$ cat config.mk
export PLATFORM = sky130hd
export DESIGN_NAME = rtp_pixel_walk
export DESIGN_NICKNAME = d
export VERILOG_FILES = /design/src/hdl/rtp_pkg.sv /design/src/hdl/rtp_pixel_walk.sv
export VERILOG_INCLUDE_DIRS = /design/src /design/src/hdl
export SDC_FILE = /design/constraint.sdc
export NUM_CORES = 1
export LEC_CHECK = 0
export ABC_AREA = 1
export BUFFER_PORTS_ARGS = -buffer_cell sky130_fd_sc_hd__buf_4
export CAP_MARGIN = 20
export CORE_MARGIN = 3
export CORE_UTILIZATION = 50
export CTS_CLUSTER_SIZE = 30
export DETAILED_ROUTE_END_ITERATION = 8
export PLACE_DENSITY_LB_ADDON = 0.12
export SETUP_SLACK_MARGIN = 0.4
export SLEW_MARGIN = 10
export SYNTH_ARGS = -nofsm -noshare
export SYNTH_HDL_FRONTEND = slang
export SYNTH_SLANG_ARGS = --single-unit
$ cat constraint.sdc
create_clock -name clk -period 4.45 [get_ports clk]
set_input_delay 0.2225 -clock clk [delete_from_list [all_inputs] [get_ports clk]]
set_output_delay 0.2225 -clock clk [all_outputs]
set_load 0.05 [all_outputs]
$ cat src/hdl/rle_to_page_framebuffer_assert.svh
// Assertion macros shared by the framebuffer decoder modules.
`ifndef RLE_TO_PAGE_FRAMEBUFFER_ASSERT_SVH
`define RLE_TO_PAGE_FRAMEBUFFER_ASSERT_SVH

`ifndef SYNTH

// Same-cycle implication under reset.
`define RTP_ASSERT_IMPLIES(label, clk, rstn, ante, cons) \
	label: assert property (@(posedge clk) disable iff (!rstn) (ante) |-> (cons)) \
		else $error("rtp assertion failed: same-cycle implication");

// Next-cycle implication under reset.
`define RTP_ASSERT_NEXT(label, clk, rstn, ante, cons) \
	label: assert property (@(posedge clk) disable iff (!rstn) (ante) |=> (cons)) \
		else $error("rtp assertion failed: next-cycle implication");

`else

`define RTP_ASSERT_IMPLIES(label, clk, rstn, ante, cons)
`define RTP_ASSERT_NEXT(label, clk, rstn, ante, cons)

`endif

`endif

$ cat src/hdl/rtp_pkg.sv
// Shared constants and types of the run-length page framebuffer.
package rtp_pkg;

	// Frame geometry
	localparam int WIDTH = 128;
	localparam int HEIGHT = 64;
	localparam int PAGES = (HEIGHT + 7) / 8;
	localparam int BUF_BYTES = WIDTH * PAGES;
	localparam int IDX_W = $clog2(BUF_BYTES);
	localparam int MEM_AW = IDX_W + 1;
	localparam int COL_W = $clog2(WIDTH);
	localparam int ROW_W = $clog2(HEIGHT);
	localparam int CNT_W = $clog2(WIDTH * HEIGHT + 1);

	// Coding
	localparam int RUN_W = 15;
	localparam logic [7:0] ESC_DARK = 8'h55;
	localparam logic [7:0] ESC_LIGHT = 8'haa;
	localparam logic [7:0] FILL_DARK = 8'h00;
	localparam logic [7:0] FILL_LIGHT = 8'hff;

	// Brightness: set pixels * 40 / 8192, saturated
	localparam int INTENSITY_SCALE = 40;
	localparam int INTENSITY_SHIFT = 13;
	localparam logic [5:0] INTENSITY_MAX = 6'd40;
	localparam logic [5:0] FRAMES_MAX = 6'd63;

	typedef logic [IDX_W-1:0] idx_t;

	// One decoded run: pattern byte repeated count times
	typedef struct packed {
		logic [7:0] pattern;
		logic [RUN_W-1:0] count;
	} run_cmd_t;

	// One pixel read-modify-write into the draw bank
	typedef struct packed {
		logic valid;
		logic bank;
		idx_t idx;
		logic [2:0] bit_sel;
		logic pixel;
	} pix_req_t;

	// One byte read from the shown bank
	typedef struct packed {
		logic valid;
		logic bank;
		idx_t idx;
	} rd_req_t;

endpackage

$ cat src/hdl/rtp_pixel_walk.sv
// Pixel walker: raster position, bank selection, set-pixel count, brightness.
`include "rle_to_page_framebuffer_assert.svh"

module rtp_pixel_walk (
	input logic clk,
	input logic arst_n,
	input logic step,
	input logic pixel,
	output rtp_pkg::pix_req_t pix_req,
	output logic shown_bank,
	output logic shown_valid,
	output logic frame_done,
	output logic [5:0] intensity
);

	localparam int PROD_W = rtp_pkg::CNT_W + 6;

	logic [rtp_pkg::COL_W-1:0] column_q;
	logic [rtp_pkg::ROW_W-1:0] row_q;
	logic [rtp_pkg::CNT_W-1:0] set_count_q;
	logic [rtp_pkg::CNT_W-1:0] cnt_next;
	logic [5:0] intensity_q;
	logic draw_bank_q;
	logic shown_valid_q;
	logic col_last, row_last;
	logic [PROD_W-1:0] scaled;
	logic [PROD_W-1:0] quot;
	logic [5:0] level;

	assign col_last = column_q == rtp_pkg::COL_W'(rtp_pkg::WIDTH - 1);
	assign row_last = row_q == rtp_pkg::ROW_W'(rtp_pkg::HEIGHT - 1);
	assign frame_done = step && col_last && row_last;
	assign cnt_next = set_count_q + rtp_pkg::CNT_W'(pixel);

	// Brightness of the frame that this pixel completes
	assign scaled = PROD_W'(cnt_next) * PROD_W'(rtp_pkg::INTENSITY_SCALE);
	assign quot = scaled >> rtp_pkg::INTENSITY_SHIFT;
	assign level = (quot > PROD_W'(rtp_pkg::INTENSITY_MAX)) ? rtp_pkg::INTENSITY_MAX
		: quot[5:0];

	// Address the byte of the current pixel in the draw bank
	always_comb begin
		pix_req.valid = step;
		pix_req.bank = draw_bank_q;
		pix_req.idx = rtp_pkg::IDX_W'(row_q >> 3) * rtp_pkg::IDX_W'(rtp_pkg::WIDTH)
			+ rtp_pkg::IDX_W'(column_q);
		pix_req.bit_sel = row_q[2:0];
		pix_req.pixel = pixel;
	end

	assign shown_bank = ~draw_bank_q;
	assign shown_valid = shown_valid_q;
	assign intensity = intensity_q;

	// Advance the raster; swap banks at the end of a frame
	always_ff @(posedge clk or negedge arst_n) begin
		if (!arst_n) begin
			column_q <= '0;
			row_q <= '0;
			set_count_q <= '0;
			intensity_q <= '0;
			draw_bank_q <= 1'b0;
			shown_valid_q <= 1'b0;
		end else if (step) begin
			if (col_last) begin
				column_q <= '0;
				if (row_last) begin
					row_q <= '0;
					set_count_q <= '0;
					intensity_q <= level;
					draw_bank_q <= ~draw_bank_q;
					shown_valid_q <= 1'b1;
				end else begin
					row_q <= row_q + 1'b1;
					set_count_q <= cnt_next;
				end
			end else begin
				column_q <= column_q + 1'b1;
				set_count_q <= cnt_next;
			end
		end
	end

	`RTP_ASSERT_NEXT(a_frame_restart, clk, arst_n, frame_done, column_q == '0 && row_q == '0 && set_count_q == '0)

endmodule

# Word level (Yosys, flattened, before mapping)

Index checks and enable logic that the tools add are counted.

$lt $le $gt $ge: 1
Mux-type cells: 5
Add/subtract/negate cells: 4
Reduce and logical (&&, ||, !) cells: 4
Bitwise logic cells: 1
Eq/ne operators: 2
Multipliers: 1

Operators with widths:

| kind                    | number |
|---|---|
| $mux W14                | 2 |
| $mul A14 B3 Y17 const B | 1 |
| $add A14 B1 Y14         | 1 |
| $mux W6                 | 2 |
| $add A10 B7 Y10         | 1 |
| $add A7 B1 Y7 const B   | 1 |
| $eq A7 B7 Y1 const B    | 1 |
| $gt A7 B6 Y1 const B    | 1 |
| $mux W7                 | 1 |
| $add A6 B1 Y6 const B   | 1 |
| $eq A6 B6 Y1 const B    | 1 |
| $reduce_and A3 Y1       | 1 |
| $logic_and A1 B1 Y1     | 2 |
| $reduce_and A2 Y1       | 1 |
| $not A1 Y1              | 1 |

Output and inout port bits: 25
Input bits: 4
Flip-flop bits (word level): 35

# Longest topological paths before layout

Word-level depth: 4
Gate-level depth with buffers: 25
Depth with buffers taken out: 25

# Worst setup path before layout

Ideal clock, no wire load.

Path type: reg-to-reg
Start: register set_count_q[0] (netlist name)
End: register intensity_q[2] (netlist: intensity[2])
Library setup time: 0.118 ns
Setup slack: 1.489 ns
Cell stages (with the launch flop): 25
Buffers on the path: 0
Data arrival time: 2.843 ns
Data required time: 4.332 ns
Clock period less this slack: 2.961 ns
Cells stage by stage: dfrtp_1 > ha_1 > nand3_2 > nor3_2 > nand2_1 > nor2_2 > nand3_1 > xor2_1 > xor2_1 > ha_1 > nand2_1 > nor2_1 > inv_1 > nor2_1 > nand2_1 > nand3_2 > nand2_2 > nand2_1 > nand2_2 > nand2_2 > o21ai_2 > nand2_2 > nand2_1 > nand2_1 > nand2_1

Cells in the longest elaborated chain, start to end: 4

Ends and longest elaborated chain:

| item                   | RTL line             | source |
|---|---|---|
| start, declared        | rtp_pixel_walk.sv:20 | `logic [rtp_pkg::CNT_W-1:0] set_count_q;` |
| start signal, assigned | rtp_pixel_walk.sv:75 | `set_count_q <= cnt_next;` |
| start signal, assigned | rtp_pixel_walk.sv:79 | `set_count_q <= cnt_next;` |
| $add A14 B1 Y14 (*)    | rtp_pixel_walk.sv:33 | `assign cnt_next = set_count_q + rtp_pkg::CNT_W'(pixel);` |
| $mul A14 B3 Y17 (*)    | rtp_pixel_walk.sv:36 | `assign scaled = PROD_W'(cnt_next) * PROD_W'(rtp_pkg::INTENSITY_SCALE);` |
| $gt A7 B6 Y1           | rtp_pixel_walk.sv:38 | `assign level = (quot > PROD_W'(rtp_pkg::INTENSITY_MAX)) ? rtp_pkg::INTENSITY_MAX` |
| $mux W6 (*)            | rtp_pixel_walk.sv:38 |  |
| end signal, assigned   | rtp_pixel_walk.sv:70 | `intensity_q <= level;` |
| end, declared          | rtp_pixel_walk.sv:22 | `logic [5:0] intensity_q;` |

Mark *: on every way between the ends. The rest lies on a longest branch, timed or not.
A chain may end at the register's enable or synchronous reset.

# Final worst setup path

Start: register set_count_q[0] (netlist name)
End: register intensity_q[1] (netlist: intensity[1])

The elaborated chain is that of the path after synthesis.

==> results.cfg <==
[sta]
tns_ps = 0
worst_hold_slack_ps = 329
fin_crit_sh_pct = 76.9
rsz0062_at_grt = no
fin_ws_ps = 1030
setup-violations-final = 0
slew_headroom_pct = 69.8
worst_slew_pin_slew_ps = 451
final_max_slew_viol_count = 0
fmax_mhz = 292
finalCriticalPeriod_ps = 3420
finalHoldViolCount = 0
finClkSkew_ps = 9.79

[synth]
avgSynthCellArea_um2 = 7.33
yosys_warnings = 0
synthesis.nets = 374
synth_seq_cells = 35
netlist_instances = 354
seq_area_frac_synth_pct = 33.8
synth_cell_types = 33
syn-cell-area_mm2 = 0.00259

[grt]
grt_pass1_vias = 2200
grt_start_max_net_pins = 36
grt_antenna_before_repair = 0
grt_first_pass_wirelength_um = 9800
grt_overflow = 0
grt_usage_pct = 19.8

[die]
die_area_mm2 = 0.00609
initial_core_util_pct = 53.2
core.rowCount = 25
die_x_um = 78.0
core-area_mm2 = 0.00488
dieHeight_um = 78.0
ioPinCount = 29

[worst_hold_path]
hold_path_depth = 3
whs_endpoint = set_count_q[0]$_DFFE_PN0P_
min_from = step
min_path_type = input pin to register

[critical_path]
slowest_stage = ha_1
worst_path_largest_cell_delay_ps = 390
rrSetupSlack_ps = 1030
cp_common_cell = nand2_1
crit_required_ps = 4630
rr_endpoint = intensity[1]$_DFFE_PN0P_
cp.arrival_ps = 3600
crit-reg2reg-launch = set_count_q[0]$_DFFE_PN0P_
worstSetupPathType = register to register
critPathCaptureType = register
critPathLaunchType = register
critical_path.max_fanout = 6
worstPathCellList = ha_1 > nand3_2 > nor3_2 > nand2_1 > nor2_2 > nand3_1 > xor2_1 > xor2_1 > ha_1 > nand2_1 > nor2_1 > inv_1 > nor2_1 > nand2_1 > nand3_2 > nand2_2 > nand2_1 > nand2_2 > nand2_2 > o21ai_2 > nand2_2 > nand2_1 > nand2_1 > nand2_1
rr_worst_depth = 24

[drt]
vias_per_cell = 4.98
drtIter0Drc = 106
ant_nets = 0
wl_um = 5460
first_pass_iters = 4
drc_errors = 0
dr_total_vias = 2247
wl_per_cell_um = 12.1

[clock_tree]
clk_path_buf_depth = 2
clk_pin_slew_ps = 80
cts.sinks = 35
clk_latency_ps = 290
cts_root_buf = clkbuf_8
cts_buffers = 5
h-tree-depth = 2
postCtsSetupBuffers = 0
cts_tree = done

[power_and_ir_drop]
power_density_mw_per_mm2 = 420
power_mw = 1.24
p_leak_nw = 1.55
peakVddDrop_uv = 343

[placed_design]
dp_slack_ps = 1030
io_buffers = 28
post-dp-hpwl_um = 4250
place_congestion = 0.849

[run_status]
status = complete, no violations

[final_layout]
layout-drive-gt1-share_pct = 17.4
syn_to_final_growth_pct = 13.5
num_antenna_cells = 0
final_util_pct = 60.3
finalNetCount = 403

[job]
maxCapViolCount = 0
## how the worst max path moves through the flow
| stage | slack (ps) | startpoint | to |
|---|---|---|---|
| after floorplan | 1490 | set_count_q[0]$_DFFE_PN0P_ | intensity[2]$_DFFE_PN0P_ |
| after global placement | 1080 | set_count_q[0]$_DFFE_PN0P_ | intensity[1]$_DFFE_PN0P_ |
| after detailed placement | 1030 | set_count_q[0]$_DFFE_PN0P_ | intensity[1]$_DFFE_PN0P_ |
| after CTS | 1020 | set_count_q[0]$_DFFE_PN0P_ | intensity[1]$_DFFE_PN0P_ |
| after global routing | 560 | set_count_q[0]$_DFFE_PN0P_ | intensity[2]$_DFFE_PN0P_ |
| final | 1030 | set_count_q[0]$_DFFE_PN0P_ | intensity[1]$_DFFE_PN0P_ |
## synthesized netlist by cell type, drive strengths merged
master	count	share of area (%)
clkinv	1	0.19
a21oi	15	2.9
clkbuf	2	0.29
nand2	96	15
nor3	9	2.6
ha	16	7.7
o22ai	12	2.9
inv	55	8.0
nand4	4	1.2
nand3	20	4.4
nor2	47	8.4
a21boi	1	0.29
o21bai	2	0.58
xnor2	3	1.0
or2	2	0.48
buf	5	1.3
o211ai	1	0.29
xor2	19	7.1
dfrtp	35	34
o21ai	9	2.0
## layout by cell type, fill, tap and decap left out, drive strengths merged
| cell type | instances |
|---|---|
| or2 | 2 |
| o21ai | 9 |
| o211ai | 1 |
| o21bai | 2 |
| nand4 | 4 |
| clkinvlp | 1 |
| nor2 | 47 |
| xnor2 | 3 |
| xor2 | 19 |
| a21oi | 15 |
| buf | 28 |
| a21boi | 1 |
| ha | 16 |
| nor3 | 9 |
| clkbuf | 6 |
| dfrtp | 35 |
| o22ai | 12 |
| dlygate4sd3 | 1 |
| inv | 55 |
| clkinv | 2 |
| nand2 | 96 |
| nand3 | 20 |
## state kept, by name (all words and copies together) (netlist names)
signal / cells
row_q: 6
intensity: 6
set_count_q: 14
column_q: 7
shown_valid: 1
draw_bank_q: 1
## critical path, delay by kind of cell, from the launching register on
family                     cells  cell delay [ps]
buffers and inverters          1               60
adders and majority gates      2              590
xor gates and xnor gates       2              450
DFF                            1              370
and+or+nand+nor               18             1760
AOI/OAI and AO/OA              1               70
## timing repair
| action | in CTS | in global routing |
|---|---|---|
| endpoints found under the setup margin | 0 | 0 |
| hold buffers | 1 | 0 |
| resized for setup | 0 | 0 |
| hold endpoints to repair | 35 | 0 |
## power breakdown
| part | internal (mW) | leakage [nW] | switching, mW |
|---|---|---|---|
| combinational | 0.185 | 1.06 | 0.386 |
| clock | 0.109 | 0.0412 | 0.116 |
| sequential | 0.377 | 0.447 | 0.0643 |
| total | 0.671 | 1.55 | 0.566 |
## layer usage
metal	vias up	track usage [%]	part of all wire, %	wire (um)
met5	-	0	0	0
met4	0	6.82	1.1	59
met3	7	3.67	3.9	212
met2	38	31.7	46	2530
met1	1027	26.9	49	2660
li1	1175	-	-	-
## per-stage QoR
stage	std cells	instance area [um^2]
5_1_grt	451	2940
4_1_cts	451	2940
6_report	451	2940
3_3_place_gp	442	2850
3_5_place_dp	442	2850
2_1_floorplan	354	2590
## cells by family after synthesis
kind of cell | synth area share (%)
compound gates | 8.97
xor+xnor | 8.15
buf+inv | 9.69
fa+ha+maj | 7.71
simple gates | 31.7
flops | 33.8
## area by class of cell
cell class / count / area, um^2
Timing Repair Buffer: 29 / 220
Tap cell: 67 / 83.8
Clock buffer: 6 / 72.6
Clock inverter: 2 / 12.5
Fill cell: 488 / 1940
Sequential cell: 35 / 876
Multi-Input combinational cell: 256 / 1470
Inverter: 56 / 211
Power figures use the tool's default switching activity.
