[src/hdl/rle_to_page_framebuffer_assert.svh]
// Assertion macros shared by the framebuffer decoder modules.
`ifndef RLE_TO_PAGE_FRAMEBUFFER_ASSERT_SVH
`define RLE_TO_PAGE_FRAMEBUFFER_ASSERT_SVH

`ifndef SYNTH

// Same-cycle implication under reset.
`define RTP_ASSERT_IMPLIES(label, clk, rstn, ante, cons) \
	label: assert property (@(posedge clk) disable iff (!rstn) (ante) |-> (cons)) \
		else $error("rtp assertion failed: same-cycle implication");

// Next-cycle implication under reset.
`define RTP_ASSERT_NEXT(label, clk, rstn, ante, cons) \
	label: assert property (@(posedge clk) disable iff (!rstn) (ante) |=> (cons)) \
		else $error("rtp assertion failed: next-cycle implication");

`else

`define RTP_ASSERT_IMPLIES(label, clk, rstn, ante, cons)
`define RTP_ASSERT_NEXT(label, clk, rstn, ante, cons)

`endif

`endif

[src/hdl/rtp_pkg.sv]
// Shared constants and types of the run-length page framebuffer.
package rtp_pkg;

	// Frame geometry
	localparam int WIDTH = 128;
	localparam int HEIGHT = 64;
	localparam int PAGES = (HEIGHT + 7) / 8;
	localparam int BUF_BYTES = WIDTH * PAGES;
	localparam int IDX_W = $clog2(BUF_BYTES);
	localparam int MEM_AW = IDX_W + 1;
	localparam int COL_W = $clog2(WIDTH);
	localparam int ROW_W = $clog2(HEIGHT);
	localparam int CNT_W = $clog2(WIDTH * HEIGHT + 1);

	// Coding
	localparam int RUN_W = 15;
	localparam logic [7:0] ESC_DARK = 8'h55;
	localparam logic [7:0] ESC_LIGHT = 8'haa;
	localparam logic [7:0] FILL_DARK = 8'h00;
	localparam logic [7:0] FILL_LIGHT = 8'hff;

	// Brightness: set pixels * 40 / 8192, saturated
	localparam int INTENSITY_SCALE = 40;
	localparam int INTENSITY_SHIFT = 13;
	localparam logic [5:0] INTENSITY_MAX = 6'd40;
	localparam logic [5:0] FRAMES_MAX = 6'd63;

	typedef logic [IDX_W-1:0] idx_t;

	// One decoded run: pattern byte repeated count times
	typedef struct packed {
		logic [7:0] pattern;
		logic [RUN_W-1:0] count;
	} run_cmd_t;

	// One pixel read-modify-write into the draw bank
	typedef struct packed {
		logic valid;
		logic bank;
		idx_t idx;
		logic [2:0] bit_sel;
		logic pixel;
	} pix_req_t;

	// One byte read from the shown bank
	typedef struct packed {
		logic valid;
		logic bank;
		idx_t idx;
	} rd_req_t;

endpackage

[src/hdl/rtp_escape_dec.sv]
// Escape decoder: turns coded bytes into pattern runs.
module rtp_escape_dec (
	input logic clk,
	input logic arst_n,
	input logic take,
	input logic [7:0] coded_byte,
	output rtp_pkg::run_cmd_t cmd
);

	typedef enum logic [1:0] {
		ESC_NONE,
		ESC_HELD_DARK,
		ESC_HELD_LIGHT
	} esc_t;

	esc_t esc_q, esc_d;
	logic [6:0] run_low_q, run_low_d;
	logic run_low_valid_q, run_low_valid_d;
	logic [7:0] fill;

	// Decode the current byte against the held escape
	always_comb begin
		esc_d = esc_q;
		run_low_d = run_low_q;
		run_low_valid_d = run_low_valid_q;
		cmd.pattern = coded_byte;
		cmd.count = '0;
		fill = (esc_q == ESC_HELD_DARK) ? rtp_pkg::FILL_DARK : rtp_pkg::FILL_LIGHT;
		unique case (esc_q) inside
			ESC_NONE: begin
				if (coded_byte == rtp_pkg::ESC_DARK) begin
					esc_d = ESC_HELD_DARK;
				end else if (coded_byte == rtp_pkg::ESC_LIGHT) begin
					esc_d = ESC_HELD_LIGHT;
				end else begin
					cmd.count = rtp_pkg::RUN_W'(1);
				end
			end
			ESC_HELD_DARK, ESC_HELD_LIGHT: begin
				if (!run_low_valid_q) begin
					if (coded_byte == 8'd0) begin
						// escaped escape: emit it as a literal
						cmd.pattern = (esc_q == ESC_HELD_DARK) ? rtp_pkg::ESC_DARK
							: rtp_pkg::ESC_LIGHT;
						cmd.count = rtp_pkg::RUN_W'(1);
						esc_d = ESC_NONE;
					end else if (!coded_byte[7]) begin
						// short run
						cmd.pattern = fill;
						cmd.count = rtp_pkg::RUN_W'(coded_byte);
						esc_d = ESC_NONE;
					end else begin
						// hold low bits of a long run
						run_low_d = coded_byte[6:0];
						run_low_valid_d = 1'b1;
					end
				end else begin
					// complete the long run
					cmd.pattern = fill;
					cmd.count = {coded_byte, run_low_q};
					esc_d = ESC_NONE;
					run_low_d = '0;
					run_low_valid_d = 1'b0;
				end
			end
			default: begin
				esc_d = ESC_NONE;
			end
		endcase
	end

	// Hold escape state between bytes
	always_ff @(posedge clk or negedge arst_n) begin
		if (!arst_n) begin
			esc_q <= ESC_NONE;
			run_low_q <= '0;
			run_low_valid_q <= 1'b0;
		end else if (take) begin
			esc_q <= esc_d;
			run_low_q <= run_low_d;
			run_low_valid_q <= run_low_valid_d;
		end
	end

endmodule

[config.mk]
export PLATFORM = sky130hd
export DESIGN_NAME = rtp_escape_dec
export DESIGN_NICKNAME = d
export VERILOG_FILES = /design/src/hdl/rle_to_page_framebuffer_assert.svh /design/src/hdl/rtp_pkg.sv /design/src/hdl/rtp_escape_dec.sv
export SDC_FILE = /design/constraint.sdc
export NUM_CORES = 1
export LEC_CHECK = 0
export BUFFER_PORTS_ARGS = -buffer_cell sky130_fd_sc_hd__buf_2
export CAP_MARGIN = 20
export CELL_PAD_IN_SITES_DETAIL_PLACEMENT = 1
export CELL_PAD_IN_SITES_GLOBAL_PLACEMENT = 2
export CORE_MARGIN = 2
export CORE_UTILIZATION = 26
export DETAILED_ROUTE_END_ITERATION = 10
export GPL_TIMING_DRIVEN = 0
export PLACE_DENSITY_LB_ADDON = 0.08
export REMOVE_ABC_BUFFERS = 1
export SLEW_MARGIN = 25
export SYNTH_ARGS = -nofsm -noshare
export SYNTH_HDL_FRONTEND = slang
export SYNTH_SLANG_ARGS = --single-unit
export TNS_END_PERCENT = 1
[constraint.sdc]
create_clock -name clk -period 1.9 [get_ports clk]
set_input_delay 0.095 -clock clk [delete_from_list [all_inputs] [get_ports clk]]
set_output_delay 0.095 -clock clk [all_outputs]
set_load 0.01 [all_outputs]
[Word-level counts from Yosys, hierarchy flattened]
Cells that the tools add are included.
Storage, ports and cells
  register bits: 10
  output and inout bits: 23
Cells by class
  equality and inequality tests: 7
  muxes and demuxes: 21
  reduce and logical (&&, ||, !) cells: 7
Operators by type and width (count)
  $mux W23: 3
  $pmux W15 S2: 1
  $mux W8: 3
  $mux W7: 3
  $mux W15: 1
  $mux W2: 5
  $eq A8 B7 Y1 const B: 1
  $eq A8 B8 Y1 const B: 1
  $logic_not A8 Y1: 1
  $mux W1: 4
  $ne A4 B4 Y1 const B: 1
  $pmux W2 S2: 1
  $reduce_and A4 Y1: 1
  $ne A3 B1 Y1 const B: 1
  $reduce_and A3 Y1: 1
  $eq A2 B1 Y1 const B: 1
  $eq A2 B2 Y1 const B: 1
  $logic_not A2 Y1: 1
  $ne A2 B2 Y1 const B: 1
  $reduce_and A2 Y1: 1
  $reduce_bool A2 Y1: 1
  $reduce_or A2 Y1: 1

[Longest topological paths before layout]
Gate-level depths: netlist of run 1.
  depth in word-level cells: 6
  depth in mapped cells: 7
  gate-level depth less buffers: 6

[Worst setup path after synthesis of run 1]
OpenSTA, ideal clock, no wires.
  path kind: in2out
  start point: input port coded_byte[2]
  end point: output port cmd[15] in the netlist's numbering
  arrival: 1.453 ns
  required time: 1.805 ns
  setup slack: 0.352 ns
  cell stages on the path: 4
  path through: or4_4 or4_4 mux2i_2 a21oi_1
RTL lines
  start: declaration: RTL line rtp_escape_dec.sv:6  | input logic [7:0] coded_byte,
  end: declaration: RTL line rtp_escape_dec.sv:7  | output rtp_pkg::run_cmd_t cmd

==> summary.md, run 1 <==
| Metric | Value |
|---|---|
| Largest net degree at the start of global routing | `20` |
| Seq pwr share | `0.341` |
| Hold Crit Start | `coded_byte[4]` |
| Sequential area share after synthesis | `0.279` |
| Worst R2R Path Depth | `3` |
| Final setup violation count | `0` |
| Ant. Diodes | `0` |
| Reg2Reg Launch Point | `run_low_valid_q` |
| Finished Layout Cells | `198` |
| Worst path required time | `1800 ps` |
| Post-Syn Area | `~900 um2` |
| Hold Path Sink | `run_low_q[4]` |
| Number of placed I/O pins | `34` |
| GRT Overall Usage | `0.163` |
| RSZ-0062 raised after global routing | `true` |
| Syn_area_per_cell | `7.48 um2` |
| Post-route setup slack | `53.2 ps` |
| First-pass GRT wire length | `5120 um` |
| Comb power frac | `0.498` |
| Synth async-reset ratio | `1.00` |
| Crit path launch | `coded_byte[2]` |
| Crit-path cells | `buf_2 -> or4_4 -> or4_4 -> a211o_1 -> o31ai_1 -> buf_2` |
| Hpwl dp | `2230 um` |
| Fmax achieved | `541 MHz` |
| Fin. max-slew vios | `0` |
| Final worst-path cycle share | `0.972` |
| Seq cells post-synth | `10` |
| Most frequent cell after synthesis | `a21oi_1` |
| Top cells by area, synth | `dfrtp_1 28%, a21oi_1 10%, nor2b_1 5.6%` |
| Vias per cell | `approximately 5.0` |
| Synth cell types | `31` |
| Clock period minus worst slack | `about 1800 ps` |
| Number of enable flip-flop cells after synthesis | `0` |
| Post-route cell area | `1170 um2` |
| Final Hold Viols | `0` |
| Crit-path max cell delay | `550 ps` |
| CTS root buffer | `clkbuf_4` |
| H-Tree Depth | `1` |
| LEAKAGE | `approximately 0.54 nW` |
| Layout cell share with drive strength beyond 1 | `0.336` |
| Status | `finished, final reports clean` |
| GRT overflow | `0` |
| Critical Path Fanout Max | `4` |
| 1st-pass router iterations | `4` |
| CTS tree | `built` |
| Bufs and invs on worst path | `2` |
| Aggregate routed wire length | `between 3000 and 4000 um` |
| Core footprint | `3340 um2` |
| Pre-CTS setup slack | `26.4 ps` |
| Worst path slowest cell | `or4_4` |
| Top post-synthesis cells by count | `18 x a21oi_1, 11 x nand2_1, 10 x dfrtp_1, 10 x nor2_1, 9 x o21ai_0` |
| Routed WL per cell | `15.2 um` |
| Die area | `3940 um2` |
| CTS clock-pin slew for the worst setup and hold paths | `70 ps` |
| Max Cap Viol | `0` |
| Die span in x | `62.7 um` |
| Pint | `0.699 mW` |
| Min-Delay Path Class | `input pin to register` |
| Syn-to-layout area delta | `30.0%` |
| Reg2Reg Capture Point | `esc_q[0]` |
| Crit Path Class | `input pin to output pin` |
| WHS Path Cells | `3` |
| Initial Util | `0.269` |
| Area post-placement | `1070 um2` |
| # port buffers | `33` |
| Worst relative slew slack | `0.712` |
| CP top delay family | `simple AND/OR/NAND/NOR gates` |
| Sw frac | `0.428` |
| CP Launch Type | `input pin` |
| PD cells | `1050 nW/um2` |
| Worst slew pin tran | `426 ps` |
| Yosys top cell by area | `dfrtp_1` |
| Primary FF master, synth | `dfrtp_1` |
| Clk buf depth | `2` |
| Synth warn | `0` |
| Setup Skew | `2.12 ps` |
| TritonCTS buffer count | `3` |
| Sw Pwr | `around 0.52 mW` |
| Crit end category | `output pin` |
| # clock sinks | `10` |
| Die H | `~63 um` |
| GP Congestion | `0.710` |
| Worst skew pair latency | `270 ps` |
| Clk network pwr share | `0.161` |
| Tot Pwr | `1.22 mW` |
| Antenna-violating nets left | `0` |
| Via Count | `around 990` |
| Placed insts | `192` |
| Fin nets | `about 170` |
| Arr. time, crit path | `1750 ps` |
| Drt drc | `0` |
| Area fraction of the dominant cell type after synthesis | `0.279` |
| R2R Setup Slk | `390 ps` |
| Initial antenna violation count | `0` |
| Initial DRC Count | `13` |
| Row cnt | `21` |
| Vias in the first global route | `1042` |
| Max VDD drop | `between 0.0006 and 0.0007 V` |
| Syn Inst Count | `120` |
## flip-flops by register name, summed over array words and instances, names as in the netlist
| register | flops |
|---|---|
| esc_q | 2 |
| run_low_valid_q | 1 |
| run_low_q | 7 |
## cell families after synthesis
| group | Yosys count | share of synthesized area |
|---|---|---|
| adder cells (fa/ha/maj) | 3 | 0.0418 |
| buffers and inverters | 14 | 0.0809 |
| AO/OA/AOI/OAI | 38 | 0.247 |
| multiplexers | 3 | 0.0390 |
| AND/OR/NAND/NOR | 52 | 0.312 |
| flip-flops | 10 | 0.279 |
## worst min-delay path, stage by stage
cell and delay, ps:
buf_2 120, a21oi_1 60, o21ai_0 120
## metrics by stage
step / setup TNS [ps] / util / hold slack, ps
global placement: 0 / 0.322 / -25.2
floorplan: 0 / - / -201
finish: 0 / 0.349 / 164
global route: -111 / 0.349 / 205
detailed placement: 0 / 0.322 / -20.1
CTS: 0 / 0.346 / 161
## area by class of cell
| cell class | instances | area [um2] |
|---|---|---|
| clock buffer | 4 | 36.3 |
| timing repair buffer | 35 | 183 |
| fill | 435 | 2170 |
| inverter | 7 | 26.3 |
| multi-input combinational | 96 | 609 |
| sequential | 10 | 254 |
| tap | 46 | 57.6 |
## power groups by stage
stage / Clock [mW] / Sequential [mW] / Combinational, mW
after floorplan: 0 / 0.392 / 0.365
after global placement: 0 / 0.425 / 0.515
after detailed placement: 0 / 0.435 / 0.532
after CTS: 0.205 / 0.415 / 0.616
after global routing: 0.215 / 0.437 / 0.697
final: 0.197 / 0.417 / 0.609
## worst max path at each step
stage                     cells past startpoint      end
after floorplan                               4  cmd[15]
after CTS                                     6   cmd[0]
after global routing                          6  cmd[21]
final                                         6   cmd[0]
after detailed placement                      6   cmd[0]
after global placement                        6   cmd[0]
## placed cells by master, fill, tap and decap left out
cell type	instances
a211o_1	1
a41oi_1	1
or2b_2	1
nor4_1	1
inv_1	7
ha_1	1
mux2i_2	1
nor2_1	10
o41ai_1	1
and3_1	2
and2_1	4
dfrtp_1	9
o31ai_1	1
buf_4	1
a31o_2	1
a22oi_1	1
nand3_2	1
a21oi_1	18
or4_4	2
clkbuf_4	3
o21ai_0	9
nand4_1	2
dfrtp_4	1
dlygate4sd3_1	1
nand2_1	10
a31oi_1	1
nor3_1	5
o21a_1	4
nand2b_4	1
nor3_2	1
nor3b_1	3
buf_2	33
ha_2	1
nand2_2	1
nor2b_1	8
clkbuf_8	1
ha_4	1
mux2i_1	1
mux2_2	1
## timing repair
item / 4_1_cts / 5_1_grt
resized for setup: 7 / 3
endpoints found under the setup margin: 22 / 8
hold buffers: 1 / 0
pin swaps: 0 / 1
hold endpoints to repair: 10 / 0
setup buffers: 1 / 0
## per-layer routing
metal / up-vias / global-route usage / routed length (um)
met5: - / 0 / 0
met4: 0 / 0.0583 / 17
met3: 2 / 0.0162 / 113
met2: 25 / 0.284 / 1450
met1: 473 / 0.209 / 1420
li1: 487 / - / -
(Power assumes the default switching activity.)
==> run 2: changes to the inputs <==
--- a/config.mk
+++ b/config.mk
@@ -10,11 +10,13 @@
 export CELL_PAD_IN_SITES_DETAIL_PLACEMENT = 1
 export CELL_PAD_IN_SITES_GLOBAL_PLACEMENT = 2
 export CORE_MARGIN = 2
-export CORE_UTILIZATION = 26
+export CORE_UTILIZATION = 27
+export CTS_BUF_LIST = sky130_fd_sc_hd__clkbuf_4 sky130_fd_sc_hd__clkbuf_8
 export DETAILED_ROUTE_END_ITERATION = 10
 export GPL_TIMING_DRIVEN = 0
 export PLACE_DENSITY_LB_ADDON = 0.08
 export REMOVE_ABC_BUFFERS = 1
+export SETUP_SLACK_MARGIN = 0.15
 export SLEW_MARGIN = 25
 export SYNTH_ARGS = -nofsm -noshare
 export SYNTH_HDL_FRONTEND = slang
==> constraint.sdc (replaced) <==
create_clock -name clk -period 1.9 [get_ports clk]
set_input_delay 0.095 -clock clk [delete_from_list [all_inputs] [get_ports clk]]
set_output_delay 0.095 -clock clk [all_outputs]
set_load 0.02 [all_outputs]
==> run 2 against run 1 <==
The run now ends with negative setup slack left. Critical path depth stayed put. Flip-flop and latch count stayed put. Clock power is 30% lower.
==> summary.md, run 2 (synthesis gave the netlist of run 1 again) <==
| Metric | Value |
|---|---|
| CTS root buffer | `clkbuf_4` |
| Largest Register | `run_low_q` |
| Worst skew pair latency | `around 260 ps` |
| Crit end category | `output pin` |
| Fin nets | `168` |
| Vias in the first global route | `934` |
| Most common cell after layout, fill and taps aside | `buf_2` |
| Core footprint | `3100 um2` |
| Initial DRC Count | `23` |
| Clock period minus worst slack | `around 1900 ps` |
| Post-route cell area | `1240 um2` |
| Fin. max-slew vios | `0` |
| Ant. Diodes | `0` |
| Initial antenna violation count | `0` |
| Multi-input gate area | `664 um2` |
| Fillers | `409` |
| Violated checks | `negative setup slack` |
| Crit-path cells | `buf_2 -> or4_4 -> or4_4 -> a211o_1 -> o31ai_2 -> buf_2` |
| LEAKAGE | `0.560 nW` |
| Bufs and invs on worst path | `2` |
| Final worst-path cycle share | `1.00` |
| Final setup violation count | `1` |
| CP top delay family | `simple AND/OR/NAND/NOR gates` |
| # port buffers | `33` |
| Status | `finished, violations left` |
| CTS clock-pin slew for the worst setup and hold paths | `60 ps` |
| Die area | `3800 um2` |
| Aggregate routed wire length | `between 3000 and 4000 um` |
| Crit Path Class | `input pin to output pin` |
| RSZ-0062 raised after global routing | `true` |
| Crit-path max cell delay | `~550 ps` |
| Worst path slowest cell | `or4_4` |
| Arr. time, crit path | `1810 ps` |
| Row cnt | `20` |
| Tot Pwr | `1.27 mW` |
| GRT overflow | `0` |
| Min-Delay Path Class | `input pin to register` |
| GP Congestion | `0.713` |
| # clock sinks | `10` |
| GRT Overall Usage | `0.170` |
| Via Count | `slightly below 1000` |
| Initial Util | `0.289` |
| Clk buf depth | `2` |
| Max reg flops | `7` |
| Setup Total Neg Slack | `-7.47 ps` |
| Critical Path Fanout Max | `4` |
| Number of placed I/O pins | `34` |
| Antenna-violating nets left | `0` |
| Die H | `61.6 um` |
| Commonest cells after routing, fill and taps aside | `27 x buf_2, 18 x a21oi_1, 10 x nand2_1, 9 x nor2_1, 9 x o21ai_0` |
| Worst path required time | `1800 ps` |
| Hpwl dp | `2140 um` |
| First-pass GRT wire length | `4690 um` |
| Vias per cell | `5.03` |
| Area post-placement | `roughly 1100 um2` |
| Post-route setup slack | `-7.47 ps` |
| Final Hold Viols | `0` |
| Fmax achieved | `524 MHz` |
| Sequential cell area | `255 um2` |
| Syn-to-layout area delta | `37.8%` |
| Max Cap Viol | `0` |
| Worst slew pin tran | `607 ps` |
| CP Launch Type | `input pin` |
| Max VDD drop | `0.000423 V` |
| Worst relative slew slack | `0.590` |
| PD cells | `1030 nW/um2` |
| CTS tree | `built` |
| Biggest regs | `run_low_q (7), esc_q (2), run_low_valid_q (1)` |
| Drt drc | `0` |
| Die span in x | `61.6 um` |
| Setup Skew | `2.17 ps` |
| Routed WL per cell | `around 15 um` |
| Core Util, Final | `0.398` |
| H-Tree Depth | `1` |
| 1st-pass router iterations | `2` |
| Worst Hold Margin | `about 190 ps` |
| Layout cell share with drive strength beyond 1 | `0.408` |
| TritonCTS buffer count | `3` |
| Largest net degree at the start of global routing | `20` |
-- run 2: stage by stage --
stage / cells / worst slack [ps]
floorplan: 113 / 211
global placement: 190 / 4.17
detailed placement: 190 / -21.9
CTS: 195 / 10.4
global route: 196 / -27.0
finish: 196 / -7.47
-- run 2: final cells by class --
class,instances,area share
Sequential cell,10,0.206
Multi-Input combinational cell,96,0.537
Inverter,7,0.0213
Timing Repair Buffer,36,0.172
Tap cell,44,0.0445
Clock buffer,3,0.0182
-- run 2: worst register-to-register path, cell delays in order (launching register included) --
cell     delay (ps)
dfrtp_2         420
inv_2            70
ha_4            350
buf_4           140
inv_1            40
o21a_1          210
a31o_2          260
-- run 2: per-layer routing --
| layer | track usage | part of all wire | vias up |
|---|---|---|---|
| li1 | - | - | 490 |
| met1 | 0.231 | 0.48 | 467 |
| met2 | 0.281 | 0.47 | 26 |
| met3 | 0.0126 | 0.039 | 2 |
| met4 | 0.0638 | 0.0060 | 0 |
| met5 | 0 | 0 | - |
-- run 2: path summary, 6_finish.rpt --
check / start / to / slack (ps) / cells past startpoint
max reg2reg: esc_q[0] / esc_q[0] / 310 / 6
max: coded_byte[2] / cmd[0] / -7 / 6
min reg2reg: run_low_q[2] / run_low_q[2] / 500 / 2
min in group asynchronous: arst_n / esc_q[1] / 230 / 2
min: coded_byte[4] / run_low_q[4] / 190 / 3
max in group asynchronous: arst_n / run_low_valid_q / 1440 / 2
-- run 2: where the power goes --
group | internal (mW) | switching, mW | leakage (nW) | total, mW
combinational | 0.313 | 0.400 | 0.442 | 0.713
clock | 0.0728 | 0.0653 | 0.0138 | 0.138
sequential | 0.310 | 0.111 | 0.104 | 0.421
-- run 2: timing repair --
action	CTS	global route
gates cloned	0	0
hold buffers	1	0
setup endpoints to repair	22	16
buffers inserted	1	1
hold endpoints to repair	10	0
gates resized for setup	7	25
pin swaps	0	1
==> run 3: changes to the inputs <==
--- a/config.mk
+++ b/config.mk
@@ -7,14 +7,14 @@
 export LEC_CHECK = 0
 export BUFFER_PORTS_ARGS = -buffer_cell sky130_fd_sc_hd__buf_2
 export CAP_MARGIN = 20
-export CELL_PAD_IN_SITES_DETAIL_PLACEMENT = 1
+export CELL_PAD_IN_SITES_DETAIL_PLACEMENT = 2
 export CELL_PAD_IN_SITES_GLOBAL_PLACEMENT = 2
 export CORE_MARGIN = 2
 export CORE_UTILIZATION = 27
 export CTS_BUF_LIST = sky130_fd_sc_hd__clkbuf_4 sky130_fd_sc_hd__clkbuf_8
 export DETAILED_ROUTE_END_ITERATION = 10
 export GPL_TIMING_DRIVEN = 0
-export PLACE_DENSITY_LB_ADDON = 0.08
+export PLACE_DENSITY = 0.78
 export REMOVE_ABC_BUFFERS = 1
 export SETUP_SLACK_MARGIN = 0.15
 export SLEW_MARGIN = 25
==> run 3 against run 2 <==
The flow now finishes without violations. Register-to-register slack better by 30 ps. Count of clock-buffer cells in the layout grew 1. Global-route usage up 2.0 points. Critical path type unchanged. Critical endpoint unchanged.
==> summary.md, run 3 (synthesis gave the netlist of run 1 again) <==
| Metric | Value |
|---|---|
| Status | `finished, final reports clean` |
| Layout cell share with drive strength beyond 1 | `0.391` |
| Crit Path Class | `input pin to output pin` |
| Hpwl dp | `2330 um` |
| Syn-to-layout area delta | `38.4%` |
| Die span in x | `61.6 um` |
| Post-route setup slack | `26.1 ps` |
| LEAKAGE | `0.577 nW` |
| 1st-pass router iterations | `4` |
| Number of placed I/O pins | `34` |
| WP depth | `6` |
| Largest net degree at the start of global routing | `20` |
| Initial Util | `0.289` |
| Clock period minus worst slack | `around 1900 ps` |
| PD cells | `1120 nW/um2` |
| RSZ-0062 raised after global routing | `true` |
| Final Hold Viols | `0` |
| Ant. Diodes | `0` |
| Crit end category | `output pin` |
| Max reg flops | `7` |
| Setup Skew | `between 1.5 and 2 ps` |
| Vias in the first global route | `between 1000 and 1500` |
| Initial antenna violation count | `0` |
| Fmax achieved | `534 MHz` |
| First-pass GRT wire length | `5260 um` |
| Worst slew pin tran | `485 ps` |
| Worst relative slew slack | `0.673` |
| Via Count | `1043` |
| Min-Delay Path Class | `input pin to register` |
| Setup Total Neg Slack | `0 ps` |
| CP top delay family | `simple AND/OR/NAND/NOR gates` |
| Fin nets | `about 170` |
| Final worst-path cycle share | `0.986` |
| GP Congestion | `0.702` |
| Bufs and invs on worst path | `2` |
| CP Launch Type | `input pin` |
| Die H | `between 60 and 70 um` |
| Worst path slowest cell | `or4_4` |
| R2R Setup Slk | `340 ps` |
| # port buffers | `33` |
| Final setup violation count | `0` |
| CTS root buffer | `clkbuf_4` |
| Critical Path Fanout Max | `4` |
| Worst Setup EP | `cmd[0]` |
| Vias per cell | `~5.2` |
| Fin. max-slew vios | `0` |
| TritonCTS buffer count | `3` |
| H-Tree Depth | `1` |
| CTS clock-pin slew for the worst setup and hold paths | `roughly 70 ps` |
| Largest Register | `run_low_q` |
| Commonest cells after routing, fill and taps aside | `30 x buf_2, 18 x a21oi_1, 10 x nand2_1, 10 x nor2_1` |
| Crit-path max cell delay | `540 ps` |
| Arr. time, crit path | `1780 ps` |
| Reg2Reg Launch Point | `esc_q[0]` |
| GRT overflow | `0` |
| Die area | `~3800 um2` |
| CTS tree | `built` |
| Crit-path cells | `buf_2 -> or4_4 -> or4_4 -> a211o_1 -> o31ai_2 -> buf_2` |
| Aggregate routed wire length | `3280 um` |
| Biggest regs | `run_low_q (7), esc_q (2), run_low_valid_q (1)` |
| Row cnt | `20` |
| Drt drc | `0` |
| Antenna-violating nets left | `0` |
| Worst skew pair latency | `270 ps` |
| Tot Pwr | `1.39 mW` |
| Initial DRC Count | `10` |
| Reg2Reg Capture Point | `run_low_q[3]` |
| # clock sinks | `10` |
| Clk buf depth | `2` |
| GRT Overall Usage | `0.190` |
| Core footprint | `3100 um2` |
| Max VDD drop | `0.000426 V` |
| Pre-CTS setup slack | `9.85 ps` |
| Worst path required time | `~1800 ps` |
| Max Cap Viol | `0` |
| Routed WL per cell | `16.4 um` |
| Most common cell after layout, fill and taps aside | `buf_2` |
| Crit path launch | `coded_byte[2]` |
| Worst R2R Path Depth | `5` |
## run 3: cell types whose count changed in the layout (fill, tap and decap cells not counted), moves of 2 or more
cell and delta:
buf_2 +3, nor3_1 +3, nor3_2 -3, nor3b_1 -3, nor3b_2 +3, buf_4 +2, buf_6 -2, inv_1 +2
inv_2 -2
## run 3: through the flow
step                      hold WS (ps)  instances   util  area [um2]
after floorplan                   -201        113      -         851
after global placement           -29.4        190  0.345        1070
after detailed placement         -26.6        190  0.345        1070
after CTS                          168        200  0.382        1190
after global routing               197        200  0.400        1240
final                              172        200  0.400        1240
## run 3: report_power, final
| group | switching, mW | total [mW] | internal (mW) |
|---|---|---|---|
| Clock | 0.0781 | 0.195 | 0.117 |
| Sequential | 0.0757 | 0.385 | 0.309 |
| Combinational | 0.471 | 0.815 | 0.344 |
## run 3: area by class of cell
class                      instances  area, um2
fill                             388       1860
multi-input combinational         96        649
sequential                        10        254
timing repair buffer              39        220
tap                               44       55.1
clock buffer                       4       36.3
inverter                           7       26.3
## run 3: worst min path at each step
stage / start / slack [ps] / cells after the start / to
after floorplan: arst_n / -200 / 0 / esc_q[0]
after global placement: arst_n / -30 / 1 / run_low_q[5]
after detailed placement: arst_n / -30 / 1 / run_low_q[5]
after CTS: coded_byte[2] / 170 / 3 / run_low_q[2]
after global routing: coded_byte[2] / 200 / 3 / run_low_q[2]
final: coded_byte[2] / 170 / 3 / run_low_q[2]
## run 3: layer usage
layer / vias to the layer above / track usage / part of all wire
met1: 509 / 0.230 / 0.44
met5: - / 0 / 0
met3: 4 / 0.0189 / 0.047
met2: 35 / 0.347 / 0.51
li1: 495 / - / -
met4: 0 / 0.0638 / 0.0070
## run 3: worst register-to-register path: stages, from the launching register on
cell and delay [ps]:
dfrtp_1 380, inv_1 100, ha_4 360, and3_1 360, a21oi_1 120, o21ai_0 160
## run 3: what timing repair did
action,CTS,global route
endpoints found under the setup margin,22,18
resized for setup,8,13
setup buffers,5,0
hold endpoints to repair,10,0
pin swaps,0,0
hold buffers,1,0
